==> config.mk <==
export PLATFORM = sky130hd
export DESIGN_NAME = sorted_priority_queue
export DESIGN_NICKNAME = d
export VERILOG_FILES = /design/src/rtl/spq_pkg.sv /design/src/rtl/spq_ctrl.sv /design/src/rtl/spq_datapath.sv /design/src/rtl/sorted_priority_queue.sv
export VERILOG_INCLUDE_DIRS = /design/src /design/src/rtl
export SDC_FILE = /design/constraint.sdc
export NUM_CORES = 1
export LEC_CHECK = 0
export ABC_AREA = 1
export BUFFER_PORTS_ARGS = -buffer_cell sky130_fd_sc_hd__buf_2
export CORE_MARGIN = 4
export CORE_UTILIZATION = 32
export DETAILED_ROUTE_END_ITERATION = 12
export SLEW_MARGIN = 20
export SYNTH_ARGS = -nofsm -noshare
export SYNTH_HDL_FRONTEND = slang
export SYNTH_SLANG_ARGS = --single-unit
==> constraint.sdc <==
create_clock -name i_clk -period 8.7 [get_ports i_clk]
set_input_delay 1.74 -clock i_clk [delete_from_list [all_inputs] [get_ports i_clk]]
set_output_delay 1.74 -clock i_clk [all_outputs]
set_load 0.02 [all_outputs]
==> src/rtl/sorted_priority_queue_macros.svh <==
// Assertion macros used by the priority queue top level.
`ifndef SORTED_PRIORITY_QUEUE_MACROS_SVH
`define SORTED_PRIORITY_QUEUE_MACROS_SVH

`ifndef ASSERT_OFF
`define SPQ_ASSERT_IMP(label, clk, rst_n, ante, cons) \
    label: assert property (@(posedge clk) disable iff (!rst_n) (ante) |-> (cons)) \
        else $error("priority queue check failed");
`define SPQ_ASSERT_NXT(label, clk, rst_n, ante, cons) \
    label: assert property (@(posedge clk) disable iff (!rst_n) (ante) |=> (cons)) \
        else $error("priority queue check failed");
`else
`define SPQ_ASSERT_IMP(label, clk, rst_n, ante, cons)
`define SPQ_ASSERT_NXT(label, clk, rst_n, ante, cons)
`endif

`endif

==> src/rtl/spq_pkg.sv <==
// Package: sizes, beat types, codes and command struct for the priority queue.
`default_nettype none

package spq_pkg;

    localparam int DEPTH = 16;
    localparam int CNT_W = $clog2(DEPTH + 1);

    localparam logic OP_INSERT = 1'b0;
    localparam logic OP_POP    = 1'b1;

    localparam logic [1:0] ST_OK    = 2'd0;
    localparam logic [1:0] ST_FULL  = 2'd1;
    localparam logic [1:0] ST_EMPTY = 2'd2;

    typedef struct packed {
        logic       opcode;
        logic [7:0] job_id;
        logic [7:0] priority_req;
    } t_in_beat;

    typedef struct packed {
        logic [7:0] popped_id;
        logic [7:0] popped_priority;
        logic [1:0] status;
        logic [4:0] entry_count;
    } t_out_beat;

    typedef struct packed {
        logic capture;
        logic execute;
    } t_dp_cmd;

endpackage

`default_nettype wire

==> src/rtl/spq_ctrl.sv <==
// Controller: sequences capture and execute, owns the output valid flag.
`default_nettype none

module spq_ctrl (
    input  wire logic            i_clk,
    input  wire logic            i_rst_n,
    input  wire logic            i_in_valid,
    input  wire logic            i_out_stall,
    output spq_pkg::t_dp_cmd     o_cmd,
    output logic                 o_in_stall,
    output logic                 o_out_valid
);
    import spq_pkg::*;

    typedef enum logic [1:0] {
        S_IDLE = 2'b01,
        S_EXEC = 2'b10
    } t_state;

    t_state r_state, n_state;
    logic   r_out_valid, n_out_valid;
    logic   out_free;

    assign out_free = !r_out_valid || !i_out_stall;

    always_comb begin
        n_state     = r_state;
        n_out_valid = r_out_valid && i_out_stall;
        o_cmd       = '0;
        o_in_stall  = 1'b1;
        unique case (r_state)
            S_IDLE: begin
                o_in_stall  = 1'b0;
                o_cmd.capture = i_in_valid;
                if (i_in_valid) begin
                    n_state = S_EXEC;
                end
            end
            S_EXEC: begin
                // hold until the output register can take the result
                if (out_free) begin
                    o_cmd.execute = 1'b1;
                    n_out_valid   = 1'b1;
                    n_state       = S_IDLE;
                end
            end
            default: begin
                n_state = S_IDLE;
            end
        endcase
    end

    always_ff @(posedge i_clk) begin
        if (!i_rst_n) begin
            r_state     <= S_IDLE;
            r_out_valid <= 1'b0;
        end else begin
            r_state     <= n_state;
            r_out_valid <= n_out_valid;
        end
    end

    assign o_out_valid = r_out_valid;

endmodule

`default_nettype wire

==> src/rtl/spq_datapath.sv <==
// Datapath: input register, row of compare-and-shift cells, count, result register.
`default_nettype none

module spq_datapath (
    input  wire logic              i_clk,
    input  wire logic              i_rst_n,
    input  wire spq_pkg::t_dp_cmd  i_cmd,
    input  wire spq_pkg::t_in_beat i_in,
    output spq_pkg::t_out_beat     o_out
);
    import spq_pkg::*;

    t_in_beat   r_in;
    t_out_beat  r_out, n_out;
    logic [7:0] r_ids [DEPTH];
    logic [7:0] r_pri [DEPTH];
    logic [7:0] n_ids [DEPTH];
    logic [7:0] n_pri [DEPTH];
    logic [CNT_W-1:0] r_count, n_count;
    logic [DEPTH-1:0] keep;
    logic full, empty, do_write;

    assign full  = (r_count == CNT_W'(DEPTH));
    assign empty = (r_count == '0);

    // cells that stay in front of the new job: valid and priority >= new one
    always_comb begin
        for (int i = 0; i < DEPTH; i++) begin
            keep[i] = (CNT_W'(i) < r_count) && (r_pri[i] >= r_in.priority_req);
        end
    end

    always_comb begin
        n_count  = r_count;
        do_write = 1'b0;
        n_out    = '0;
        for (int i = 0; i < DEPTH; i++) begin
            n_ids[i] = r_ids[i];
            n_pri[i] = r_pri[i];
        end
        if (r_in.opcode == OP_INSERT) begin
            if (full) begin
                n_out.status = ST_FULL;
            end else begin
                do_write = 1'b1;
                n_count  = r_count + 1'b1;
                // cell 0: take the new job unless it stays
                if (!keep[0]) begin
                    n_ids[0] = r_in.job_id;
                    n_pri[0] = r_in.priority_req;
                end
                for (int i = 1; i < DEPTH; i++) begin
                    if (!keep[i]) begin
                        if (keep[i-1]) begin
                            n_ids[i] = r_in.job_id;
                            n_pri[i] = r_in.priority_req;
                        end else begin
                            n_ids[i] = r_ids[i-1];
                            n_pri[i] = r_pri[i-1];
                        end
                    end
                end
            end
        end else begin
            if (empty) begin
                n_out.status = ST_EMPTY;
            end else begin
                do_write              = 1'b1;
                n_count               = r_count - 1'b1;
                n_out.popped_id       = r_ids[0];
                n_out.popped_priority = r_pri[0];
                // advance every entry one place toward the head
                for (int i = 0; i < DEPTH - 1; i++) begin
                    n_ids[i] = r_ids[i+1];
                    n_pri[i] = r_pri[i+1];
                end
            end
        end
        n_out.entry_count = 5'(n_count);
    end

    always_ff @(posedge i_clk) begin
        if (i_cmd.capture) begin
            r_in <= i_in;
        end
        if (i_cmd.execute) begin
            r_out <= n_out;
        end
        if (i_cmd.execute && do_write) begin
            for (int i = 0; i < DEPTH; i++) begin
                r_ids[i] <= n_ids[i];
                r_pri[i] <= n_pri[i];
            end
        end
    end

    always_ff @(posedge i_clk) begin
        if (!i_rst_n) begin
            r_count <= '0;
        end else if (i_cmd.execute) begin
            r_count <= n_count;
        end
    end

    assign o_out = r_out;

endmodule

`default_nettype wire

==> src/rtl/sorted_priority_queue.sv <==
// Sorted priority queue of jobs, highest priority first, with a pop/insert input channel.
//
// Input channel (i_in_valid / o_in_stall, payload i_in): a beat is an insert
// (job id and priority) or a pop. Inserts go behind every stored job of equal
// or greater priority, so equal priorities leave in arrival order.
// Output channel (o_out_valid / i_out_stall, payload o_out): exactly one beat
// per input beat, with the popped job (zero otherwise), a status code (ok,
// insert dropped because full, pop while empty) and the entry count after it.
// A result is registered in the execute step after its input beat is captured;
// that step waits while the previous result is still stalled.
// The controller captures an item, then executes it, and takes no new item until
// that execute step; the cell row updates in one execute step.
// The output register lets a new input beat be taken while a result waits.
// While the receiver stalls a finished result, the next item holds in its
// execute step, so the input stalls until that result is taken.
// Reset empties the queue and clears the output valid flag; the cell contents
// are not cleared, only entries below the count are ever read.
`default_nettype none

`include "sorted_priority_queue_macros.svh"

module sorted_priority_queue (
    input  wire logic              i_clk,
    input  wire logic              i_rst_n,
    input  wire logic              i_in_valid,
    output logic                   o_in_stall,
    input  wire spq_pkg::t_in_beat i_in,
    output logic                   o_out_valid,
    input  wire logic              i_out_stall,
    output spq_pkg::t_out_beat     o_out
);
    import spq_pkg::*;

    t_dp_cmd cmd;

    spq_ctrl u_ctrl (
        .i_clk       (i_clk),
        .i_rst_n     (i_rst_n),
        .i_in_valid  (i_in_valid),
        .i_out_stall (i_out_stall),
        .o_cmd       (cmd),
        .o_in_stall  (o_in_stall),
        .o_out_valid (o_out_valid)
    );

    spq_datapath u_dp (
        .i_clk   (i_clk),
        .i_rst_n (i_rst_n),
        .i_cmd   (cmd),
        .i_in    (i_in),
        .o_out   (o_out)
    );

    `SPQ_ASSERT_NXT(a_busy_after_take, i_clk, i_rst_n, i_in_valid && !o_in_stall, o_in_stall)
    `SPQ_ASSERT_NXT(a_exec_gives_beat, i_clk, i_rst_n, cmd.execute, o_out_valid)
    `SPQ_ASSERT_IMP(a_full_count, i_clk, i_rst_n, o_out_valid && o_out.status == ST_FULL, o_out.entry_count == 5'(DEPTH))
    `SPQ_ASSERT_IMP(a_empty_count, i_clk, i_rst_n, o_out_valid && o_out.status == ST_EMPTY, o_out.entry_count == 5'd0)

endmodule

`default_nettype wire

After elaboration in Yosys (flattened, before gate mapping) --
Memories as Yosys holds them, arrays and structs flattened. Index checks and enable logic that the tools add are counted.
Word-level totals: input bits 21, output and inout bits 25, logic and storage cells 166, memory bits (writable) 256, memories 2, register bits 48
Memories:
- u_dp.r_ids | depth 16, width 8, rd ports 16, clocked after memory_dff 0, write ports 16, RTL line spq_datapath.sv:15 | logic [7:0] r_ids [DEPTH];
- u_dp.r_pri | depth 16, width 8, rd ports 16, clocked after memory_dff 0, write ports 16, RTL line spq_datapath.sv:16 | logic [7:0] r_pri [DEPTH];
Cells by class: order comparisons 32, add/subtract/negate cells 2, reduce and logical (&&, ||, !) cells 24, bitwise gates (word level) 1, equality and inequality tests 5, multiplexer cells 90
Operator list (number):
- $mux W8 | 64
- $mux W120 | 4
- $mux W128 | 2
- $ge A8 B8 Y1 | 16
- $lt A4 B5 Y1 const A | 8
- $lt A3 B5 Y1 const A | 4
- $logic_and A1 B1 Y1 | 18
- $mux W5 | 3
- $mux W1 | 12
- $lt A1 B5 Y1 const A | 2
- $lt A2 B5 Y1 const A | 2
- $mux W2 | 4
- $add A5 B1 Y5 const B | 1
- $eq A5 B5 Y1 const B | 1
- $logic_not A5 Y1 | 1
- $sub A5 B1 Y5 const B | 1
- $pmux W2 S2 | 1
- $eq A2 B1 Y1 const B | 1
- $eq A2 B2 Y1 const B | 1
- $logic_not A1 Y1 | 2
- $ne A2 B1 Y1 const B | 1
- $ne A2 B2 Y1 const B | 1
- $reduce_and A2 Y1 | 1
- $reduce_or A2 Y1 | 1
- 2 further kinds | 2

Logic depth before layout (Yosys ltp) --
depth in word-level cells 7, gate-level depth with buffers 14, gate-level depth less buffers 13

Hierarchy --
Synthesis repeated with hierarchy kept, for this count alone.
Unflattened totals: cells, all modules 2441, area, all modules 19294.8 um2
By module, submodules not included:
- spq_datapath | cells an instance 2423, sequential area each 8988.6 um2, area each 19157.1 um2, times used 1
- spq_ctrl | cells an instance 18, sequential area each 60.1 um2, area each 137.6 um2, times used 1

Least setup slack after synthesis --
No wires, ideal clock.
kind in2reg, start input i_out_stall, end memory u_dp.r_ids[0][0], enable pin, data arrival time 3920 ps, stages on the path 8, buffers on the path 1, required time 8336 ps, setup time 364 ps, path slack 4416 ps, cells stage by stage nand2_1 inv_1 nor2_1 nand2_1 inv_1 buf_2 o21ai_0 inv_1
RTL lines:
- from (decl) | RTL line sorted_priority_queue.sv:29 | input wire logic i_out_stall,
- to (decl) | RTL line spq_datapath.sv:15

==> out/results.txt <==
Yosys top cell area share: 0.463
commonest cells after routing, fill and taps aside: 870 x nand2_1, 470 x nand3_1, 328 x inv_1, 296 x edfxtp_1, 132 x ha_1
top_reg_cell synth: edfxtp_1
RR Endpoint: u_dp.r_pri[0][6]
fillcell total: 6050
cell area after placement: 20000 sq um
GRT overflow: 0
setup bufs post-CTS: 0
register-to-register path setup slack: 4930 ps
Slew headroom: 0.301
Clock Power Share: 0.433
post_cts resized: 0
internal power: 2680 uW
Cell Area, Synth: 19200 sq um
outcome: finished clean
Psw: 936 uW
DRT Pass-1 Iters: 5
synth warn: 0
DRC: 0
crit start category: flip-flop
FFs w/ async S/R, synth: 0
Via-to-Cell Ratio: 5.13
DR vias: 16500
Min Hold Slack: 481 ps
CTS Hold Bufs: 0
fin area: 21200 sq um
Post-DP HPWL: 37700 um
starting density of the core: 0.324
Worst-path clk slew: 60 ps
top post-synthesis cells by area: edfxtp_1 46%, nand2_1 17%, nand3_1 12%, ha_1 8.6%, inv_1 6.4%
Setup Skew: 14.2 ps
# IOs: 46
Worst EP required: 8880 ps
Critical Path End Type: flip-flop
CP max FO: 17
Die H: 253 um
Netlist cell types: 28
Die ar.: 63900 sq um
Hold Path End: u_ctrl.o_out_valid
Final min period: 3770 ps
Mapped Cells: 2438
CTS Buf Count: 37
leakage: 0.0102 uW
Max Clk Rate: 265 MHz
area delta synth->final: 10.5%
Cell Rows: 89
Hold Vio Cnt, Final: 0
Clk Latency, worst-skew pair: 550 ps
chip width: 253 um
I/O Buffers: 45
H-tree depth: 2
Syn Nets: 2591
Tcrit/Tclk final: 0.433
area of the core: 59100 sq um
ANT nets after route: 0
hold wc startpoint: u_ctrl.o_out_valid
combinational power share: 0.111
Nets: 2573
cell type with the highest aggregate area in the netlist: edfxtp_1
FF-to-FF Start: u_dp.r_in[0]
Slew Viols, Final: 0
Routed WL: 55200 um
r2r worst-path depth: 10
Crit Path Category: reg2reg
worst hold path stage count: 2
share of layout cells above drive strength 1: 0.0560
sw frac: 0.259
Hold WC Path Type: reg2reg
Max VDD drop: 0.000102 V
EDFF count, synth: 296
final setup fails: 0
drt wl/cell: 17.1 um
Bufs on Longest Clock Path: 3
clk sink count: 304
CTS tree: yes
number of global-route vias before repair: 16200
initial antenna violation count: 0
Reg power frac: 0.456
commonest non-fill, non-tap cell in the layout: nand2_1
RSZ-0062 raised after global routing: false
max_cap viols: 0
n_diodes: 0
arrival time worst endpoint: 3940 ps
Iter 0 DRT Violations: 1471
first-pass GRT wire length: 87700 um
gpl congestion: 0.822
CTS root buf: clkbuf_16
setup TNS: 0 ps
actual slew at the worst max-slew pin: 1050 ps
Cell Pwr Density: 170 nW/um^2
Seq/Total Area, Yosys: 0.472
Avg Synthesized Cell Area: 7.87 sq um
Seq cells post-synth: 304
overall routing resource usage: 0.171
largest net degree at the start of global routing: 120
==> power groups by stage <==
stage	combinational (uW)	clock (uW)	sequential (uW)
global placement	381	0	1680
finish	401	1570	1650
detailed placement	396	0	1680
CTS	398	1590	1650
global route	449	1660	1650
floorplan	280	0	1670
==> per-layer routing <==
| layer | vias up | global-route usage | part of all wire |
|---|---|---|---|
| met4 | 0 | 0.0586 | 0.031 |
| met3 | 124 | 0.0253 | 0.066 |
| met2 | 619 | 0.285 | 0.47 |
| li1 | 7938 | - | - |
| met5 | - | 0 | 0 |
| met1 | 7827 | 0.227 | 0.43 |
==> metrics by stage <==
| step | total power, uW | setup slack [ps] | cells | util |
|---|---|---|---|---|
| floorplan | 1950 | 4420 | 2438 | - |
| global placement | 2060 | 4580 | 3154 | 0.338 |
| detailed placement | 2070 | 4480 | 3154 | 0.338 |
| CTS | 3640 | 4920 | 3219 | 0.358 |
| global route | 3750 | 4640 | 3219 | 0.359 |
| finish | 3610 | 4930 | 3219 | 0.359 |
==> Yosys cell counts (all sizes together) (2+ instances only) <==
library cell and count:
a21oi 44, buf 39, clkbuf 81, clkinv 8
dfxtp 8, edfxtp 296, ha 132, inv 332
nand2 879, nand3 471, nand4 3, nor2 58
o21a 18, o21ai 47, o22ai 17, xnor2 2
==> area by class of cell <==
| type | instances | area [sq um] | area share |
|---|---|---|---|
| timing repair buffer | 63 | 368 | 0.0173 |
| inverter | 340 | 1280 | 0.0604 |
| sequential | 304 | 9050 | 0.427 |
| clock inverter | 19 | 219 | 0.0103 |
| multi-input combinational | 1674 | 8350 | 0.394 |
| tap | 773 | 967 | 0.0456 |
| clock buffer | 46 | 970 | 0.0457 |
==> sequential cells by signal (all words and copies together), names as in the netlist <==
register	cells
u_dp.r_count	5
u_dp.r_ids	128
u_dp.o_out	23
u_dp.r_in	17
u_dp.r_pri	128
u_ctrl.r_state	2
u_ctrl.o_out_valid	1
==> critical path, cell delays in order, from the launching register on <==
cell and delay [ps]:
edfxtp_1 1040, ha_1 370, nand2_1 60, nand3_1 70
nand2_1 60, nand2_1 50, nand2_1 50, nand2_1 370
nand2_1 650, o21ai_0 150, inv_1 510
==> logic make-up after synthesis <==
logic type / share of synthesized area
simple gates: 0.309
buf+inv: 0.0934
flops: 0.472
fa+ha+maj: 0.0861
compound gates: 0.0386
xor+xnor: 0.00137
==> how the worst max path moves through the flow <==
stage	cells past startpoint	from	to	slack (ps)
final	10	u_dp.r_in[0]	u_dp.r_pri[0][6]	4930
after global routing	10	u_dp.r_in[0]	u_dp.r_ids[0][1]	4640
after CTS	10	u_dp.r_in[0]	u_dp.r_ids[9][2]	4920
after detailed placement	9	i_out_stall	u_dp.r_pri[1][14]	4480
after global placement	9	i_out_stall	u_dp.r_pri[0][12]	4580
after floorplan	8	i_out_stall	u_dp.r_ids[0][0]	4420
(Power assumes the default switching activity.)
